## config.mk

```make
export PLATFORM = sky130hd
export DESIGN_NAME = tap_front
export DESIGN_NICKNAME = d
export VERILOG_FILES = /design/src/hw/rtl/tap_pkg.sv /design/src/hw/rtl/tap_front.sv
export SDC_FILE = /design/constraint.sdc
export NUM_CORES = 1
export LEC_CHECK = 0
export BUFFER_PORTS_ARGS = -buffer_cell sky130_fd_sc_hd__buf_2
export CAP_MARGIN = 20
export CELL_PAD_IN_SITES_DETAIL_PLACEMENT = 1
export CELL_PAD_IN_SITES_GLOBAL_PLACEMENT = 2
export CORE_MARGIN = 2
export CORE_UTILIZATION = 42
export CTS_CLUSTER_DIAMETER = 30
export DETAILED_ROUTE_END_ITERATION = 10
export PLACE_DENSITY_LB_ADDON = 0.1
export SETUP_SLACK_MARGIN = 0.05
export SYNTH_ARGS = -nofsm -noshare
export SYNTH_HDL_FRONTEND = slang
export SYNTH_SLANG_ARGS = --single-unit
```

## constraint.sdc

```tcl
create_clock -name clk -period 26.1 [get_ports clk]
set_input_delay 5.22 -clock clk [delete_from_list [all_inputs] [get_ports clk]]
set_output_delay 5.22 -clock clk [all_outputs]
set_load 0.02 [all_outputs]
```

## src/hw/rtl/tap_pkg.sv

```systemverilog
// Shared types, constants and tables for the torsion atom placement block.
package tap_pkg;

    localparam int ANGLE_BITS_DEF = 16;
    localparam int ATAN_ENTRIES   = 24;
    localparam int COEF_W         = 24;
    localparam int VEC_W          = 32;
    localparam int TORSION_W      = 16;
    localparam int CFG_IDX_W      = 8;
    localparam int CORDIC_W       = 34;
    localparam logic signed [CORDIC_W-1:0] CORDIC_GAIN = 34'sd652032874;

    typedef enum logic [CFG_IDX_W-1:0] {
        REG_COEF_U       = 8'd0,
        REG_COEF_V_CONST = 8'd1,
        REG_COEF_V_COS   = 8'd2,
        REG_COEF_CROSS   = 8'd3
    } cfg_reg_t;

    typedef struct packed {
        logic signed [VEC_W-1:0] u_x;
        logic signed [VEC_W-1:0] u_y;
        logic signed [VEC_W-1:0] u_z;
        logic signed [VEC_W-1:0] v_x;
        logic signed [VEC_W-1:0] v_y;
        logic signed [VEC_W-1:0] v_z;
    } vec_t;

    typedef struct packed {
        vec_t                  vec;
        logic [TORSION_W-1:0]  torsion;
    } item_t;

    typedef struct packed {
        logic signed [COEF_W-1:0] coef_u;
        logic signed [COEF_W-1:0] coef_v_const;
        logic signed [COEF_W-1:0] coef_v_cos;
        logic signed [COEF_W-1:0] coef_cross;
    } coef_t;

    // arctangent of 2^-i in 2^-32 turns
    function automatic logic [31:0] atan_turn(input int idx);
        logic [31:0] r;
        case (idx)
            0:       r = 32'd536870912;
            1:       r = 32'd316933406;
            2:       r = 32'd167458907;
            3:       r = 32'd85004756;
            4:       r = 32'd42667331;
            5:       r = 32'd21354465;
            6:       r = 32'd10679838;
            7:       r = 32'd5340245;
            8:       r = 32'd2670163;
            9:       r = 32'd1335087;
            10:      r = 32'd667544;
            11:      r = 32'd333772;
            12:      r = 32'd166886;
            13:      r = 32'd83443;
            14:      r = 32'd41722;
            15:      r = 32'd20861;
            16:      r = 32'd10430;
            17:      r = 32'd5215;
            18:      r = 32'd2608;
            19:      r = 32'd1304;
            20:      r = 32'd652;
            21:      r = 32'd326;
            22:      r = 32'd163;
            23:      r = 32'd81;
            default: r = 32'd0;
        endcase
        return r;
    endfunction

endpackage

```

## src/hw/rtl/tap_front.sv

```systemverilog
// Input side: accepts items into a two-entry queue feeding the back end.
module tap_front
(
    input  logic           clk,
    input  logic           rst_n,
    input  logic           in_valid,
    output logic           in_stall,
    input  tap_pkg::item_t in_item,
    output logic           head_valid,
    input  logic           head_take,
    output tap_pkg::item_t head_item
);

    tap_pkg::item_t mem_reg [2];
    logic       wr_ptr_reg, wr_ptr_next;
    logic       rd_ptr_reg, rd_ptr_next;
    logic [1:0] count_reg, count_next;
    logic       push, pop;

    assign in_stall   = (count_reg == 2'd2);
    assign push       = in_valid && !in_stall;
    assign head_valid = (count_reg != 2'd0);
    assign pop        = head_valid && head_take;
    assign head_item  = mem_reg[rd_ptr_reg];

    always_comb
    begin
        wr_ptr_next = push ? ~wr_ptr_reg : wr_ptr_reg;
        rd_ptr_next = pop ? ~rd_ptr_reg : rd_ptr_reg;
        count_next  = count_reg;
        if (push && !pop)
        begin
            count_next = count_reg + 2'd1;
        end
        else if (pop && !push)
        begin
            count_next = count_reg - 2'd1;
        end
    end

    always_ff @(posedge clk or negedge rst_n)
    begin
        if (!rst_n)
        begin
            wr_ptr_reg <= 1'b0;
            rd_ptr_reg <= 1'b0;
            count_reg  <= 2'd0;
        end
        else
        begin
            wr_ptr_reg <= wr_ptr_next;
            rd_ptr_reg <= rd_ptr_next;
            count_reg  <= count_next;
        end
    end

    always_ff @(posedge clk)
    begin
        if (push)
        begin
            mem_reg[wr_ptr_reg] <= in_item;
        end
    end

`ifndef ASSERT_OFF
    a_count_range: assert property (@(posedge clk) disable iff (!rst_n)
        count_reg != 2'd3)
        else $error("queue count out of range");
    a_push_grow: assert property (@(posedge clk) disable iff (!rst_n)
        (push && !pop) |=> (count_reg == $past(count_reg) + 2'd1))
        else $error("queue push lost");
    a_pop_shrink: assert property (@(posedge clk) disable iff (!rst_n)
        (pop && !push) |=> (count_reg == $past(count_reg) - 2'd1))
        else $error("queue pop lost");
`endif

endmodule

```

==> Word-level counts from Yosys, hierarchy flattened <==
Memory sizes are Yosys's and may differ from the RTL's.
Index checks and enable logic that the tools add are counted.
W data, S select, Z words.
{ "classes": {"add_sub_neg": 2, "eq_ne": 1, "mux": 4, "bitwise": 2, "n_reduce_logical": 9} }
{ "ops": {"columns": ["cell", "count"], "rows": [
  ["$logic_and A1 B1 Y1", 4],
  ["$mux W2", 2],
  ["$reduce_bool A2 Y1", 2],
  ["$logic_not A1 Y1", 3],
  ["$add A2 B1 Y2 const B", 1],
  ["$eq A2 B2 Y1 const B", 1],
  ["$mux W1", 2],
  ["$not A1 Y1", 2],
  ["$sub A2 B1 Y2 const B", 1]
]} }
{ "word_totals": {"regBits": 4, "mem_bits_rw": 416, "input_bits": 212, "output_inout_bits": 210, "elab_cells": 22, "mem_count": 1} }
{ "mem_list": {"columns": ["name", "depth", "width", "rd", "rd_ports_with_merged_regs", "write_ports", "line_no", "text"], "rows": [
  ["mem_reg", 2, 208, 1, 0, 1, "tap_front.sv:14", "tap_pkg::item_t mem_reg [2];"]
]} }

==> Longest topological paths before layout <==
Gate-level depths: netlist (run 1).
{ "depth": {"word_depth": 7, "ltp_mapped": 7, "mapped_depth_nobuf": 7} }

==> Least setup slack after synthesis (run 1) <==
Ideal clock, no wire load.
{ "synth_path": {"path_type": "input-to-reg", "start": "in in_valid", "end": "mem mem_reg[0][0] (netlist name) (enable)", "arrival_ps": 13931, "t_required_ps": 25321, "path_slack_ps": 11390, "cell_stages": 2, "n_path_buf": 0, "cell_sequence": "nand2_1 -> nor2_1"} }
{ "synth_between": {"elab_chain_cells": 3} }
{ "synth_rtl": {"columns": ["item", "line_no", "text"], "rows": [
  ["start, declared", "tap_front.sv:6", "input logic in_valid,"],
  ["$logic_and A1 B1 Y1", "tap_front.sv:21", "assign push = in_valid && !in_stall;"],
  ["$mux W1", "tap_front.sv:59", "if (push)"],
  ["$mux W1 (not written as such)", "tap_front.sv:61", "mem_reg[wr_ptr_reg] <= in_item;"],
  ["end, declared", "tap_front.sv:14", null]
]} }
Every way passes these cells.

==> results.ini, run 1 <==
[setup_path]
worstSetupStartpointType=flip-flop
ff2ff_path_depth=5
arrival_ns=3.88
cp-end-kind=primary output
cp_max_fo=70
required_ns=20.88
critical_path_class=flip-flop to primary output

[sta]
relSlewSlack=0.275
holdWs_ns=0.511
fin_ws_ns=17.00
worst_pin_slew_ns=1.09
timing.fmax_mhz=110
fin_setup_tns_ns=0
hold_viol=0
finalClockSkew_ns=0.0205
rsz0062_at_grt=false
setup_viol=0
fin_crit_ns=9.10
slew_violations=0
finalCritPeriodShare=0.349

[cells_and_area]
final-instance-count-excl-fill=1718
fin_nets=1376
drive_above_1_share=0.632
area_growth_pct=36.1
design_area_um2=21300
largest_reg_flops=416

[clock_network]
post-cts-setup-buffers=0
hold_buffers=0
cts.sinks=420
cts-htree-levels=3
cts_buffers=90
clk-insertion-delay-late_ns=0.58
clockRootBuffer=clkbuf_16
cts_resized=0
cts_tree=built
clk_pin_slew_ns=0.04
cts_buffer_depth=3

[yosys]
synth_fp_nets=879
yosysTopAreaCellShare=0.799
synth_commonest_cells=416 x edfxtp_1, 108 x mux2_2, 100 x mux2_4
synth-warning-count=0
ys_ff_latch=420
synth.distinct_cells=17
synth_most_common_cell=edfxtp_1
synth.avg_cell_area_um2=23.5
syn-cell-area_um2=15600
synth_seq_area_share=0.805
synth_enable_flop_cells=416
ys.flop_type=edfxtp_1
yosys.area.top_type=edfxtp_1
syn_inst=666
async_flop_share=0.00952
netlist_top_cells_area=edfxtp_1 80%, mux2_4 9.6%, mux2_2 7.8%

[placed_design]
portBuffers=421
dp_hpwl_um=24100
pre_cts_slack_ns=17.56
place_congestion=0.725
dpl_cell_area_um2=18200
dp.cells=1539

[floorplan]
dieWidth_um=197
initial_core_util=0.427
dieArea_um2=38800
core-area_um2=36600
io_pins=422
rows=70
die_h_um=197

[power_and_ir_drop]
p_switching_uw=880
p_leak_uw=0.00835
switching_share=0.304
ir_drop_mv=0.0921
power_frac_clock=0.389
intPower_uw=2020
seqPwrFrac=0.341
powerDensity_nw_per_um2=136
p_comb_frac=0.270

[global_route]
grt-ovfl-total=0
use_met1=0.214
grt_pass1_vias=8899
top_usage_layer=met2
antenna_found_initial=16
grt_usage=0.190
grt_max_degree=183
use_met2=0.311
use_met3=0.0868
grt_pass1_wl_um=53900

[route]
via_count=8136
dr.pass1.iters=4
drt_iter0_markers=405
routed_wl_um=37000
wl_per_cell_um=21.5
drcViolationCount=0
viasPerCell=4.74
antenna_left=0

[worst_hold_path]
min_path_type=flip-flop to flip-flop
min_path_cells=1

[run_status]
status=finished clean

[flow_run]
drv_cap=0

-- layer usage --
layer | part of all wire | wire length [µm] | up-vias
met5 | 0.0024 | 90 | -
met4 | 0.027 | 992 | 14
met3 | 0.10 | 3720 | 68
met2 | 0.49 | 18300 | 348
met1 | 0.38 | 13900 | 3975
li1 | - | - | 3731
-- layout by cell type (no fill, tap or decap) --
master      Yosys  layout
nand2_1         2       2
dfrtp_1         4       3
and3_4          0       1
inv_1           2       2
clkinv_1        0      12
or2_2           1       1
clkinv_2        0       5
nand2b_1        1       1
buf_4           1       6
mux2_2        108     108
buf_12          0       1
buf_2          10     421
bufinv_16       0      12
nor2_4          0       1
xnor2_1         3       3
clkbuf_1        0      12
clkbuf_16       0      93
clkinv_4        0       7
inv_6           0       6
ha_1            1       1
edfxtp_1      416     416
nor2_1          2       1
diode_2         0      12
mux2_4        100     100
xor2_1          2       2
clkbuf_8        0       2
clkinvlp_4      0      18
dfrtp_4         0       1
-- worst paths after layout --
path | start | to | slack (ns)
max | rd_ptr_reg$_DFFE_PN0P_ | head_item[14] | 17.00
min reg2reg | count_reg[1]$_DFFE_PN0P_ | count_reg[1]$_DFFE_PN0P_ | 0.51
min in group asynchronous | rst_n | wr_ptr_reg$_DFFE_PN0N_ | 4.45
min | count_reg[1]$_DFFE_PN0P_ | count_reg[1]$_DFFE_PN0P_ | 0.51
max in group asynchronous | rst_n | rd_ptr_reg$_DFFE_PN0P_ | 21.50
max reg2reg | count_reg[0]$_DFFE_PN0P_ | mem_reg[0][163]$_DFFE_PP_ | 22.36
-- per-stage QoR --
stage	util	power (µW)
floorplan	-	1590
CTS	0.581	2940
detailed placement	0.497	1790
global placement	0.497	1790
finish	0.582	2900
global route	0.581	3020
-- worst max-delay path: stages, from the launching register on --
cell	delay, ns
dfrtp_4	1.11
buf_4	0.84
buf_4	0.67
mux2_2	0.41
buf_2	0.16
-- power by group through the flow --
stage / Sequential [µW] / Clock (µW) / Combinational, µW
5_1_grt: 1000 / 1180 / 831
3_5_place_dp: 1000 / 0 / 794
4_1_cts: 991 / 1150 / 799
6_report: 988 / 1130 / 781
2_1_floorplan: 1010 / 0 / 585
3_3_place_gp: 994 / 0 / 793
-- layout make-up --
cell class	count	area, µm²
multi-input combinational	221	2820
tap	468	586
clock inverter	60	679
fill	3317	15300
sequential	420	12600
antenna	12	30.0
clock buffer	107	2400
timing repair buffer	428	2170
inverter	2	7.51
-- kinds of logic after synthesis --
| kind of cell | synth area share |
|---|---|
| XOR/XNOR | 0.00280 |
| buffers and inverters | 0.0152 |
| multiplexers | 0.174 |
| AND/OR/NAND/NOR | 0.00216 |
| adder cells (fa/ha/maj) | 0.000800 |
| flip-flops | 0.805 |
No activity file was read; power rests on OpenSTA's default activity.
==> inputs of run 2 (changes only) <==
--- a/config.mk
+++ b/config.mk
@@ -10,7 +10,7 @@
 export CELL_PAD_IN_SITES_DETAIL_PLACEMENT = 1
 export CELL_PAD_IN_SITES_GLOBAL_PLACEMENT = 2
 export CORE_MARGIN = 2
-export CORE_UTILIZATION = 42
+export CORE_UTILIZATION = 35
 export CTS_CLUSTER_DIAMETER = 30
 export DETAILED_ROUTE_END_ITERATION = 10
 export PLACE_DENSITY_LB_ADDON = 0.1
==> constraint.sdc (replaced) <==
create_clock -name clk -period 8 [get_ports clk]
set_input_delay 1.6 -clock clk [delete_from_list [all_inputs] [get_ports clk]]
set_output_delay 1.6 -clock clk [all_outputs]
set_load 0.02 [all_outputs]
==> run 2 against run 1 <==
  * Sequential power rose to 3.2 times the previous value
  * Combinational power rose to 3.3 times the previous value
  * Critical path depth decreased by 1
  * Global-route usage shrank 2.5 points
  * Sequential share of layout area fell by 0.50 points
  * Setup slack got worse by 14 ns
  * Clock power grew to 3.3 times the previous value
  * Register-to-register slack got worse by 17 ns
  * Cell count increased by 7.5%
  * Total power grew to 3.3 times the previous value
  * Routed wire length rose by 4.5%
  * Highest routed layer unchanged
==> results.ini, run 2 (synthesis results as in run 1) <==
[clock_network]
cts-htree-levels=3
hold_buffers=0
cts_buffer_depth=3
cts_resized=0
clk_pin_slew_ns=0.04
clockRootBuffer=clkbuf_16
cts.sinks=420
post-cts-setup-buffers=0
clk-insertion-delay-late_ns=0.61
cts_tree=built
cts_buffers=94

[cells_and_area]
area_growth_pct=37.3
drive_above_1_share=0.628
largest_reg_flops=416
layout_commonest_cell=buf_2
fin_nets=1381
final_cell_mix=421 x buf_2, 416 x edfxtp_1, 108 x mux2_2
fillers=4251

[power_and_ir_drop]
p_leak_uw=0.00840
powerDensity_nw_per_um2=442
seqPwrFrac=0.337
power_frac_clock=0.388
power.total_uw=9490
p_comb_frac=0.275
p_switching_uw=2920
switching_share=0.308
ir_drop_mv=0.270
intPower_uw=6570

[floorplan]
initial_core_util=0.354
dieWidth_um=215
dieArea_um2=46400
die_h_um=215
io_pins=422
core-area_um2=44100
rows=77

[placed_design]
dp_hpwl_um=25500
place_congestion=0.763
portBuffers=421

[sta]
holdWs_ns=0.503
fin_setup_tns_ns=0
finalClockSkew_ns=0.0153
hold_viol=0
finalCritPeriodShare=0.568
worst_pin_slew_ns=0.980
timing.fmax_mhz=220
slew_violations=0
fin_crit_ns=4.55
setup_viol=0
relSlewSlack=0.347
rsz0062_at_grt=false

[setup_path]
required_ns=6.40
r2r_slack_ns=5.30
worstSetupStartpointType=flip-flop
cpPeakStageDelay_ns=0.85
timing.rr.end=mem_reg[0][177]$_DFFE_PP_
worstPathBufferInverterCount=2
cp-end-kind=primary output
arrival_ns=2.95
reg2reg_from=count_reg[0]$_DFFE_PN0P_
ff2ff_path_depth=5
cpLargestDelayFamily=buffers and inverters
critical_path_class=flip-flop to primary output
crit_chain=buf_4 > mux2_2 > buf_2
cp_max_fo=64
slowest_stage=dfrtp_4

[global_route]
grt_usage=0.165
grt-ovfl-total=0
grt_pass1_wl_um=56200
antenna_found_initial=16
grt_max_degree=114
grt_pass1_vias=8988

[route]
antenna_left=0
via_count=8229
drt_iter0_markers=419
drcViolationCount=0
wl_per_cell_um=21.0
dr.pass1.iters=5
viasPerCell=4.46
routed_wl_um=38700

[worst_hold_path]
min_path_type=flip-flop to flip-flop
min_delay_worst_endpoint=count_reg[1]$_DFFE_PN0P_
hold_start=count_reg[1]$_DFFE_PN0P_
min_path_cells=1

[flow_run]
drv_cap=0

[run_status]
status=finished clean

[run 2: cell count changes in the layout (fill, tap and decap cells not counted), sizes merged]
cell      before  now
clkbuf       107  105
inv            8    7
bufinv        12   11
clkinvlp      18   10
diode         12    8
clkinv        24   44
buf          428  429
[run 2: through the flow]
step	instance area, µm²	util	setup WS (ns)	std cells
5_1_grt	21500	0.486	3.28	1844
2_1_floorplan	15600	-	0.432	666
3_5_place_dp	18400	0.416	4.05	1664
3_3_place_gp	18400	0.416	4.05	1664
6_report	21500	0.487	3.45	1847
4_1_cts	21500	0.486	3.38	1839
[run 2: worst max path at each step]
stage	start	end	cells past startpoint	slack [ns]
final	rd_ptr_reg$_DFFE_PN0P_	head_item[28]	3	3.45
after global routing	rd_ptr_reg$_DFFE_PN0P_	head_item[203]	3	3.28
after CTS	rd_ptr_reg$_DFFE_PN0P_	head_item[68]	3	3.38
after detailed placement	rd_ptr_reg$_DFFE_PN0P_	head_item[68]	3	4.05
after global placement	rd_ptr_reg$_DFFE_PN0P_	head_item[68]	3	4.05
after floorplan	in_valid	mem_reg[0][0]$_DFFE_PP_	2	0.43
[run 2: area by class of cell]
class	count	area (µm²)	area share
clock buffer	105	2390	0.111
antenna	8	20.0	0.000932
clock inverter	70	702	0.0327
timing repair buffer	429	2190	0.102
sequential	420	12600	0.587
tap	592	741	0.0345
multi-input combinational	221	2820	0.131
inverter	2	7.51	0.000350
[run 2: routing by layer]
| metal | track usage | up-vias | wire, µm |
|---|---|---|---|
| li1 | - | 3732 | - |
| met1 | 0.195 | 4034 | 15600 |
| met2 | 0.264 | 347 | 18500 |
| met3 | 0.0736 | 100 | 3460 |
| met4 | 0.0662 | 16 | 1070 |
| met5 | 0 | - | 89 |
[run 2: power by group through the flow]
stage	Clock [µW]	Sequential (µW)	Combinational, µW
2_1_floorplan	0	3240	1910
3_5_place_dp	0	3240	2650
4_1_cts	3770	3210	2660
6_report	3680	3200	2610
3_3_place_gp	0	3240	2640
5_1_grt	3870	3250	2760
